--- config.mk ---
export PLATFORM = sky130hd
export DESIGN_NAME = length_prefixed_deframer_core
export DESIGN_NICKNAME = d
export VERILOG_FILES = /design/src/hdl/ldf_pkg.sv /design/src/hdl/ldf_parse.sv /design/src/hdl/ldf_emit.sv /design/src/hdl/length_prefixed_deframer_core.sv
export SDC_FILE = /design/constraint.sdc
export NUM_CORES = 1
export LEC_CHECK = 0
export BUFFER_PORTS_ARGS = -buffer_cell sky130_fd_sc_hd__buf_4
export CAP_MARGIN = 0
export CORE_AREA = 2 2 119 121
export DETAILED_ROUTE_END_ITERATION = 10
export DIE_AREA = 0 0 121 123
export PLACE_DENSITY = 0.87
export RECOVER_POWER = 100
export SYNTH_ARGS = -nofsm -noshare
export SYNTH_HDL_FRONTEND = slang
export SYNTH_SLANG_ARGS = --single-unit
--- constraint.sdc ---
create_clock -name clk -period 3.2 [get_ports clk]
set_input_delay 0.64 -clock clk [delete_from_list [all_inputs] [get_ports clk]]
set_output_delay 0.64 -clock clk [all_outputs]
set_load 0.05 [all_outputs]
--- src/hdl/ldf_pkg.sv ---
// Shared types and constants for the length-prefixed deframer.
// Used by ldf_parse, ldf_emit and length_prefixed_deframer_core.
`default_nettype none

package ldf_pkg;

    // Frame format
    localparam int unsigned HEADER_BYTES = 4;
    localparam int unsigned LENGTH_BITS  = 16;

    // Largest length the header may carry, independent of the register
    localparam logic [32:0] WIDTH_MAX = (33'd1 << LENGTH_BITS) - 33'd1;

    // Register reset value
    localparam logic [15:0] MAX_LEN_RESET = 16'd3000;

    // Index of the last header byte and size of a header burst
    localparam logic [1:0] HDR_LAST    = 2'(HEADER_BYTES - 1);
    localparam logic [2:0] BURST_FULL  = 3'(HEADER_BYTES);
    localparam logic [2:0] BURST_ONE   = 3'd1;
    localparam logic [2:0] BURST_EMPTY = 3'd0;

    // Request kinds
    localparam logic MODE_DATA    = 1'b0;
    localparam logic MODE_RESTART = 1'b1;

    // Results caused by one request, handed from parser to output stage
    typedef struct packed {
        logic [2:0]  count;         // number of results, 0 to 4
        logic [31:0] bytes;         // first result byte in the top lane
        logic        header;
        logic        error;
        logic        frame_end;     // applies to the last result of the burst
        logic [15:0] frame_length;
        logic        swapped;
    } burst_t;

endpackage

`default_nettype wire

--- src/hdl/ldf_parse.sv ---
// Input register and frame parser: header collection, length check, payload count.
// Depends on ldf_pkg; feeds a burst_t to ldf_emit.
`default_nettype none

module ldf_parse (
    input  wire logic           clk,
    input  wire logic           rst_n,
    input  wire logic           in_valid,
    output logic                in_stall,
    input  wire logic           mode,
    input  wire logic [7:0]     data_byte,
    input  wire logic [15:0]    max_len,
    input  wire logic           emit_ready,
    output ldf_pkg::burst_t     burst,
    output logic                burst_load
);
    import ldf_pkg::*;

    // Input register
    logic        in_full_reg;
    logic        mode_reg;
    logic [7:0]  byte_reg;

    // Frame state
    logic [23:0] header_hold_reg,     header_hold_next;
    logic [1:0]  header_count_reg,    header_count_next;
    logic        in_payload_reg,      in_payload_next;
    logic [15:0] payload_left_reg,    payload_left_next;
    logic [15:0] current_length_reg,  current_length_next;
    logic        current_swapped_reg, current_swapped_next;
    logic        halted_reg,          halted_next;

    logic        advance;
    logic [31:0] big_len;
    logic [31:0] little_len;
    logic [31:0] limit;
    logic        big_ok;
    logic        little_ok;

    assign advance    = in_full_reg && emit_ready;
    assign in_stall   = in_full_reg && !advance;
    assign burst_load = advance;

    // Capture a request whenever the register is free or moving on
    always_ff @(posedge clk or negedge rst_n)
    begin
        if (!rst_n)
        begin
            in_full_reg <= 1'b0;
        end
        else if (!in_stall)
        begin
            in_full_reg <= in_valid;
        end
    end

    always_ff @(posedge clk)
    begin
        if (in_valid && !in_stall)
        begin
            mode_reg <= mode;
            byte_reg <= data_byte;
        end
    end

    // Both readings of the header and the clipped limit
    assign big_len    = {header_hold_reg, byte_reg};
    assign little_len = {byte_reg, header_hold_reg[7:0], header_hold_reg[15:8],
                         header_hold_reg[23:16]};
    assign limit      = ({16'd0, max_len} > WIDTH_MAX[31:0]) ? WIDTH_MAX[31:0]
                                                             : {16'd0, max_len};
    assign big_ok     = big_len <= limit;
    assign little_ok  = little_len <= limit;

    // Next frame state and the results of this request
    always_comb
    begin
        header_hold_next     = header_hold_reg;
        header_count_next    = header_count_reg;
        in_payload_next      = in_payload_reg;
        payload_left_next    = payload_left_reg;
        current_length_next  = current_length_reg;
        current_swapped_next = current_swapped_reg;
        halted_next          = halted_reg;
        burst                = '0;

        if (advance)
        begin
            if (mode_reg == MODE_RESTART)
            begin
                // Drop any partial frame and leave the error state
                header_hold_next     = '0;
                header_count_next    = '0;
                in_payload_next      = 1'b0;
                payload_left_next    = '0;
                current_length_next  = '0;
                current_swapped_next = 1'b0;
                halted_next          = 1'b0;
            end
            else if (halted_reg)
            begin
                // Discard data until restart
            end
            else if (in_payload_reg)
            begin
                payload_left_next  = payload_left_reg - 16'd1;
                burst.count        = BURST_ONE;
                burst.bytes        = {byte_reg, 24'd0};
                burst.frame_end    = (payload_left_next == 16'd0);
                burst.frame_length = current_length_reg;
                burst.swapped      = current_swapped_reg;
                if (payload_left_next == 16'd0)
                begin
                    in_payload_next = 1'b0;
                end
            end
            else if (header_count_reg < HDR_LAST)
            begin
                header_hold_next  = {header_hold_reg[15:0], byte_reg};
                header_count_next = header_count_reg + 2'd1;
            end
            else if (big_ok || little_ok)
            begin
                // Accept the frame, big-endian reading first
                current_length_next  = big_ok ? big_len[15:0] : little_len[15:0];
                current_swapped_next = !big_ok;
                payload_left_next    = current_length_next;
                in_payload_next      = (current_length_next != 16'd0);
                header_hold_next     = '0;
                header_count_next    = '0;
                burst.count          = BURST_FULL;
                burst.bytes          = {header_hold_reg, byte_reg};
                burst.header         = 1'b1;
                burst.frame_end      = (current_length_next == 16'd0);
                burst.frame_length   = current_length_next;
                burst.swapped        = !big_ok;
            end
            else
            begin
                // Both readings too long: report and halt
                header_hold_next  = '0;
                header_count_next = '0;
                halted_next       = 1'b1;
                burst.count       = BURST_ONE;
                burst.error       = 1'b1;
            end
        end
    end

    always_ff @(posedge clk or negedge rst_n)
    begin
        if (!rst_n)
        begin
            header_hold_reg     <= '0;
            header_count_reg    <= '0;
            in_payload_reg      <= 1'b0;
            payload_left_reg    <= '0;
            current_length_reg  <= '0;
            current_swapped_reg <= 1'b0;
            halted_reg          <= 1'b0;
        end
        else
        begin
            header_hold_reg     <= header_hold_next;
            header_count_reg    <= header_count_next;
            in_payload_reg      <= in_payload_next;
            payload_left_reg    <= payload_left_next;
            current_length_reg  <= current_length_next;
            current_swapped_reg <= current_swapped_next;
            halted_reg          <= halted_next;
        end
    end

    // The error state never coexists with a frame in progress
    assert property (@(posedge clk) disable iff (!rst_n)
        halted_reg |-> !in_payload_reg && header_count_reg == 2'd0)
    else $error("ldf_parse: halted with a frame in progress");

    // A payload in progress always has bytes left to come
    assert property (@(posedge clk) disable iff (!rst_n)
        in_payload_reg |-> payload_left_reg != 16'd0)
    else $error("ldf_parse: payload active with nothing left");

    // A restart request clears the error state
    assert property (@(posedge clk) disable iff (!rst_n)
        advance && mode_reg == MODE_RESTART |=> !halted_reg && !in_payload_reg)
    else $error("ldf_parse: restart did not clear state");

endmodule

`default_nettype wire

--- src/hdl/ldf_emit.sv ---
// Result register: holds one burst and sends its results one per cycle while out_stall is low.
// Depends on ldf_pkg; loaded by ldf_parse.
`default_nettype none

module ldf_emit (
    input  wire logic            clk,
    input  wire logic            rst_n,
    input  wire ldf_pkg::burst_t burst,
    input  wire logic            burst_load,
    output logic                 emit_ready,
    output logic                 out_valid,
    input  wire logic            out_stall,
    output logic [7:0]           out_byte,
    output logic                 is_header,
    output logic                 frame_start,
    output logic                 frame_end,
    output logic [15:0]          frame_length,
    output logic                 length_swapped,
    output logic                 length_error,
    output logic                 last_of_run
);
    import ldf_pkg::*;

    logic [2:0]  count_reg;
    logic [31:0] bytes_reg;
    logic        header_reg;
    logic        error_reg;
    logic        frame_end_reg;
    logic [15:0] frame_length_reg;
    logic        swapped_reg;
    logic        sent;

    assign out_valid  = (count_reg != BURST_EMPTY);
    assign sent       = out_valid && !out_stall;
    assign emit_ready = (count_reg == BURST_EMPTY) || (count_reg == BURST_ONE && !out_stall);

    // Load a new burst or advance through the current one
    always_ff @(posedge clk or negedge rst_n)
    begin
        if (!rst_n)
        begin
            count_reg <= BURST_EMPTY;
        end
        else if (burst_load)
        begin
            count_reg <= burst.count;
        end
        else if (sent)
        begin
            count_reg <= count_reg - 3'd1;
        end
    end

    always_ff @(posedge clk)
    begin
        if (burst_load)
        begin
            bytes_reg        <= burst.bytes;
            header_reg       <= burst.header;
            error_reg        <= burst.error;
            frame_end_reg    <= burst.frame_end;
            frame_length_reg <= burst.frame_length;
            swapped_reg      <= burst.swapped;
        end
        else if (sent)
        begin
            bytes_reg <= {bytes_reg[23:0], 8'd0};
        end
    end

    // Decode per-result flags from the position in the burst
    assign out_byte       = bytes_reg[31:24];
    assign is_header      = header_reg;
    assign frame_start    = header_reg && (count_reg == BURST_FULL);
    assign last_of_run    = (count_reg == BURST_ONE);
    assign frame_end      = frame_end_reg && last_of_run;
    assign frame_length   = frame_length_reg;
    assign length_swapped = swapped_reg;
    assign length_error   = error_reg;

    // A burst never exceeds one header
    assert property (@(posedge clk) disable iff (!rst_n)
        count_reg <= BURST_FULL)
    else $error("ldf_emit: burst count out of range");

    // An error result stands alone and carries no header
    assert property (@(posedge clk) disable iff (!rst_n)
        out_valid && length_error |-> last_of_run && !is_header)
    else $error("ldf_emit: malformed error result");

    // After the first header byte goes out, the second follows
    assert property (@(posedge clk) disable iff (!rst_n)
        frame_start && !out_stall |=> out_valid && is_header && !frame_start)
    else $error("ldf_emit: header burst broken");

endmodule

`default_nettype wire

--- src/hdl/length_prefixed_deframer_core.sv ---
// Top level of the length-prefixed deframer: configuration register, parser, result stage.
// Depends on ldf_pkg, ldf_parse and ldf_emit.
`default_nettype none

// Splits a byte stream into frames that each open with a 4-byte length header.
// The header is read big-endian; if that exceeds the limit in max_len_reg the
// little-endian reading is used, and if both exceed it one error result is
// given and data is dropped until a restart request. Payload bytes pass
// through one result per cycle while out_stall is low, so a data request is
// then taken every cycle. The request that completes a header yields four
// results, sent one per cycle from the result register while out_stall is
// low; the input stalls until the last is sent. A request passes the input,
// then the result register. cfg_ready is always high; write the limit only while idle.
module length_prefixed_deframer_core (
    input  wire logic        clk,
    input  wire logic        rst_n,
    input  wire logic        cfg_valid,
    output logic             cfg_ready,
    input  wire logic [15:0] cfg_data,
    input  wire logic        in_valid,
    output logic             in_stall,
    input  wire logic        mode,
    input  wire logic [7:0]  data_byte,
    output logic             out_valid,
    input  wire logic        out_stall,
    output logic [7:0]       out_byte,
    output logic             is_header,
    output logic             frame_start,
    output logic             frame_end,
    output logic [15:0]      frame_length,
    output logic             length_swapped,
    output logic             length_error,
    output logic             last_of_run
);
    import ldf_pkg::*;

    logic [15:0] max_len_reg;
    burst_t      burst;
    logic        burst_load;
    logic        emit_ready;

    assign cfg_ready = 1'b1;

    // Hold the payload length limit
    always_ff @(posedge clk or negedge rst_n)
    begin
        if (!rst_n)
        begin
            max_len_reg <= MAX_LEN_RESET;
        end
        else if (cfg_valid && cfg_ready)
        begin
            max_len_reg <= cfg_data;
        end
    end

    ldf_parse u_parse (
        .clk        (clk),
        .rst_n      (rst_n),
        .in_valid   (in_valid),
        .in_stall   (in_stall),
        .mode       (mode),
        .data_byte  (data_byte),
        .max_len    (max_len_reg),
        .emit_ready (emit_ready),
        .burst      (burst),
        .burst_load (burst_load)
    );

    ldf_emit u_emit (
        .clk            (clk),
        .rst_n          (rst_n),
        .burst          (burst),
        .burst_load     (burst_load),
        .emit_ready     (emit_ready),
        .out_valid      (out_valid),
        .out_stall      (out_stall),
        .out_byte       (out_byte),
        .is_header      (is_header),
        .frame_start    (frame_start),
        .frame_end      (frame_end),
        .frame_length   (frame_length),
        .length_swapped (length_swapped),
        .length_error   (length_error),
        .last_of_run    (last_of_run)
    );

endmodule

`default_nettype wire
==> results_tabular.tex <==
\begin{tabular}{lr}
\hline
Metric & Value \\
\hline
\multicolumn{2}{l}{\textbf{Global route}} \\
\quad Total global routing overflow & 0 \\
\quad Maximum number of pins on one net before global-route repair & 82 \\
\quad Number of global-route vias before repair & 5709 \\
\quad First-pass GRT wire length & 30320 um \\
\quad Number of antenna violations at the first check in global routing & 0 \\
\quad GRT Overall Usage & 27.10\% \\
\multicolumn{2}{l}{\textbf{STA}} \\
\quad Worst hold slack & 0.4109 ns \\
\quad Skew final & just under 0.009 ns \\
\quad Final cycle utilization of the critical path & 97.07\% \\
\quad Post-route worst setup slack & 0.09387 ns \\
\quad Achievable Freq & 321.9 MHz \\
\quad Final count of hold timing violations & 0 \\
\quad Number of setup violations in the final report & 0 \\
\quad Max Transition Viols Final & 82 \\
\quad Aggregate negative setup slack & 0 ns \\
\quad Tmin final & slightly above 3 ns \\
\quad Tightest Pin Transition & 2.121 ns \\
\quad RSZ-0062 raised after global routing & yes \\
\quad Slew HR & -41.40\% \\
\multicolumn{2}{l}{\textbf{Cells and area}} \\
\quad Util after Layout & 62.42\% \\
\quad Post-route standard cell area excluding fillers & about 8500 um\^{}2 \\
\quad Fillcell total & between 1000 and 1500 \\
\quad Count of inserted antenna diode cells & 0 \\
\quad Layout Area Growth over Synthesis & 18.21\% \\
\quad Fin cells & 977 \\
\quad Flip-flop count of the largest register after layout & 32 \\
\quad Share of layout cells above drive strength 1 & around 16\% \\
\quad Number of nets in the final layout & 852 \\
\multicolumn{2}{l}{\textbf{Logic synthesis}} \\
\quad Commonest cells in the netlist & 104 x sky130\_fd\_sc\_hd\_\_nand2\_1, 78 x sky130\_fd\_sc\_hd\_\_o21ai\_0, 74 x sky130\_fd\_sc\_hd\_\_dfrtp\_1, 61 x sky130\_fd\_sc\_hd\_\_edfxtp\_1, 48 x sky130\_fd\_sc\_hd\_\_nor2\_1 \\
\quad Synthesized cell area & a little over 7000 um\^{}2 \\
\quad Ys async rst share & roughly 57\% \\
\quad Leading cell type by number of instances after synthesis & sky130\_fd\_sc\_hd\_\_nand2\_1 \\
\quad Mean instance size in the synthesized netlist & around 10 um\^{}2 \\
\quad Synth area leader & sky130\_fd\_sc\_hd\_\_dfrtp\_1 \\
\quad Sequential fraction of the synthesis area & between 50\% and 60\% \\
\quad Flip-flop and latch count after synthesis & 142 \\
\quad Number of synthesized flops with an enable pin & 61 \\
\quad Predominant post-synthesis flop cell & sky130\_fd\_sc\_hd\_\_dfrtp\_1 \\
\quad Instance count of the mapped netlist & 709 \\
\quad Yosys warns & 0 \\
\quad Area contributors post-synth & sky130\_fd\_sc\_hd\_\_dfrtp\_1 26\%, sky130\_fd\_sc\_hd\_\_edfxtp\_1 25\%, sky130\_fd\_sc\_hd\_\_ha\_1 6.6\%, sky130\_fd\_sc\_hd\_\_o21ai\_0 5.4\%, sky130\_fd\_sc\_hd\_\_nand2\_1 5.4\% \\
\quad Yosys top cell area share & 25.76\% \\
\quad Library cells used by synthesis & 57 \\
\quad Synth Net Count & 777 \\
\multicolumn{2}{l}{\textbf{Placement}} \\
\quad Count of port buffers added during placement & 61 \\
\quad Instance area at placement & $\sim$8000 um\^{}2 \\
\quad Pre-CTS setup slack & 0.09344 ns \\
\quad Detailed Place HPWL & 12850 um \\
\quad Number of placed instances with taps included & 945 \\
\quad Routability-driven placement congestion ratio & approximately 1 \\
\multicolumn{2}{l}{\textbf{Setup path}} \\
\quad CP Capture Type & flip-flop \\
\quad Register-to-register path setup slack & 0.09 ns \\
\quad Number of cells on the worst reg-to-reg path & 10 \\
\quad CP Class & flip-flop to flip-flop \\
\quad Maximum fanout along the worst path & 27 \\
\quad Launch point of the critical path & max\_len\_reg[9] \\
\quad Startpoint of the worst-slack reg-to-reg timing path & max\_len\_reg[9] \\
\quad Required @ worst endpoint & $\sim$3.5 ns \\
\quad Critical Path Start Type & flip-flop \\
\quad Data arrival time of the critical path & around 3.4 ns \\
\multicolumn{2}{l}{\textbf{Power}} \\
\quad Combinational share of power & 46.3\% \\
\quad Overall power of the completed layout & 9.541 mW \\
\quad Worst IR drop on VDD & 0.4627 mV \\
\quad Power density over cell area & 1123 nW/um\^{}2 \\
\quad Switching share of power & between 40\% and 50\% \\
\quad Share of power burned in registers & 31.8\% \\
\quad Internal Power & 5.327 mW \\
\quad Clock share of power & 21.8\% \\
\quad Net Switching & about 4.2 mW \\
\quad Static Leak & 3.636 nW \\
\multicolumn{2}{l}{\textbf{Route}} \\
\quad Violation count after the first detailed-routing iteration & 764 \\
\quad Per-cell via count in the routed design & roughly 6.3 \\
\quad DRC violation count after routing & 0 \\
\quad Detailed Routing Iterations Pass 1 & 5 \\
\quad Total via count after detailed routing & 6125 \\
\quad Routed wire length & around 19000 um \\
\quad Mean routed wirelength per cell & 19.67 um \\
\quad Detail Route Antenna Nets & 0 \\
\multicolumn{2}{l}{\textbf{Run}} \\
\quad Max cap viols & 1 \\
\multicolumn{2}{l}{\textbf{Floorplan}} \\
\quad Initial standard-cell utilization of the core & 52.81\% \\
\quad Core Rows & between 40 and 50 \\
\quad Die Span X & 121 um \\
\quad Placeable Area & 13610 um\^{}2 \\
\quad DIE HEIGHT & 123 um \\
\quad Area enclosed by the die boundary & 14880 um\^{}2 \\
\quad I/O pins & 63 \\
\multicolumn{2}{l}{\textbf{Clock tree}} \\
\quad Clock transition time at the flip-flop clock pins of the worst setup and hold paths & 0.06 ns \\
\quad Clock tree from TritonCTS & yes \\
\quad Clock sink count & 142 \\
\quad Root buf cell & sky130\_fd\_sc\_hd\_\_clkbuf\_16 \\
\quad Latest clock arrival within the worst-skew pair & 0.43 ns \\
\quad Number of buffers between clock root and the deepest sink & 2 \\
\quad Inserted Clock Buffers & 17 \\
\quad Number of buffers inserted by hold repair at cts & 0 \\
\quad CTS H-Tree Depth & 4 \\
\multicolumn{2}{l}{\textbf{Run status}} \\
\quad Failing checks & max-capacitance violations, max-slew violations \\
\quad Outcome & complete, but fails checks \\
\multicolumn{2}{l}{\textbf{Min path}} \\
\quad Cell count of the worst hold path & 1 \\
\quad Startpoint of the tightest hold check path & data\_byte[3] \\
\quad Worst hold path type & input port to flip-flop \\
\hline
\end{tabular}
power groups by stage:
| stage | sequential (mW) | clock (mW) | combinational, mW |
|---|---|---|---|
| after floorplan | 3.22 | 0 | 2.65 |
| after global placement | 3.01 | 0 | 4.29 |
| after detailed placement | 3.03 | 0 | 4.37 |
| after CTS | 3.01 | 2.09 | 4.43 |
| after global routing | 3.09 | 2.18 | 4.76 |
| final | 3.04 | 2.08 | 4.42 |
worst max-delay path, cell delays in order (launching register included):
cell and delay [ns]:
sky130_fd_sc_hd__dfstp_2 0.51, sky130_fd_sc_hd__inv_1 0.07, sky130_fd_sc_hd__ha_1 0.31, sky130_fd_sc_hd__nand4_1 0.17, sky130_fd_sc_hd__or4_1 0.54, sky130_fd_sc_hd__a21oi_1 0.17
sky130_fd_sc_hd__a31oi_1 0.11, sky130_fd_sc_hd__a31o_2 0.33, sky130_fd_sc_hd__a31o_1 0.23, sky130_fd_sc_hd__buf_6 0.17, sky130_fd_sc_hd__a221o_1 0.36
layout by cell type (no fill, tap or decap), types with 4 or more instances in the layout:
cell                           n
sky130_fd_sc_hd__inv_1        32
sky130_fd_sc_hd__mux2_2        6
sky130_fd_sc_hd__dfrtp_1      74
sky130_fd_sc_hd__dfstp_2       7
sky130_fd_sc_hd__nand3_1      13
sky130_fd_sc_hd__clkbuf_4     10
sky130_fd_sc_hd__buf_4        55
sky130_fd_sc_hd__a22o_1       25
sky130_fd_sc_hd__a221o_1       4
sky130_fd_sc_hd__o21ai_0      77
sky130_fd_sc_hd__ha_1         38
sky130_fd_sc_hd__nor4_1       13
sky130_fd_sc_hd__o211ai_1      4
sky130_fd_sc_hd__nor3_1       12
sky130_fd_sc_hd__clkbuf_16    18
sky130_fd_sc_hd__a21o_1        4
sky130_fd_sc_hd__clkbuf_2      4
sky130_fd_sc_hd__or4_1         5
sky130_fd_sc_hd__o31ai_1      17
sky130_fd_sc_hd__clkinvlp_4    4
sky130_fd_sc_hd__a21oi_1      37
sky130_fd_sc_hd__nand4_1       9
sky130_fd_sc_hd__edfxtp_1     61
sky130_fd_sc_hd__a221oi_1      6
sky130_fd_sc_hd__clkbuf_1     34
sky130_fd_sc_hd__nor2_1       48
sky130_fd_sc_hd__nand2_1     103
sky130_fd_sc_hd__and3_1       10
final cells by class:
cell class,instances,area [um^2],area share (%)
inverters,35,131.4,1.546
repair buffers,103,643.1,7.569
well taps,180,225.2,2.651
clock buffers,20,467.9,5.507
multi-input cells,485,3003,35.34
flip-flops and latches,142,3867,45.52
clock inverters,12,158.9,1.870
per-layer routing:
| metal | part of all wire [%] | global-route usage, % |
|---|---|---|
| met2 | 46 | 40.84 |
| met3 | 11 | 7.611 |
| met4 | 3.7 | 12.65 |
| met5 | 0 | 0 |
| met1 | 39 | 36.54 |
repair_timing:
action | CTS | global route
resized for setup | 0 | 10
endpoints found under the setup margin | 0 | 18
buffers inserted | 0 | 0
endpoints found under the hold margin | 0 | 0
cell families after synthesis:
logic type      count (synthesis)  synth area share, %
xor+xnor                        3               0.3656
flops                         142                53.80
buf+inv                        82                5.013
other cells                     1              0.05217
compound gates                205                18.35
fa+ha+maj                      38                6.615
simple gates                  231                14.73
mux                             7                1.079
worst paths after layout:
path,endpoint
setup / recovery,u_parse.payload_left_reg[4]
hold / removal,u_parse.byte_reg[3]
setup reg to reg,u_parse.payload_left_reg[4]
hold reg to reg,u_parse.current_length_reg[7]
max in group asynchronous,u_parse.header_hold_reg[12]
min in group asynchronous,u_parse.payload_left_reg[7]
Note: power is estimated with default switching activity, not from simulation.
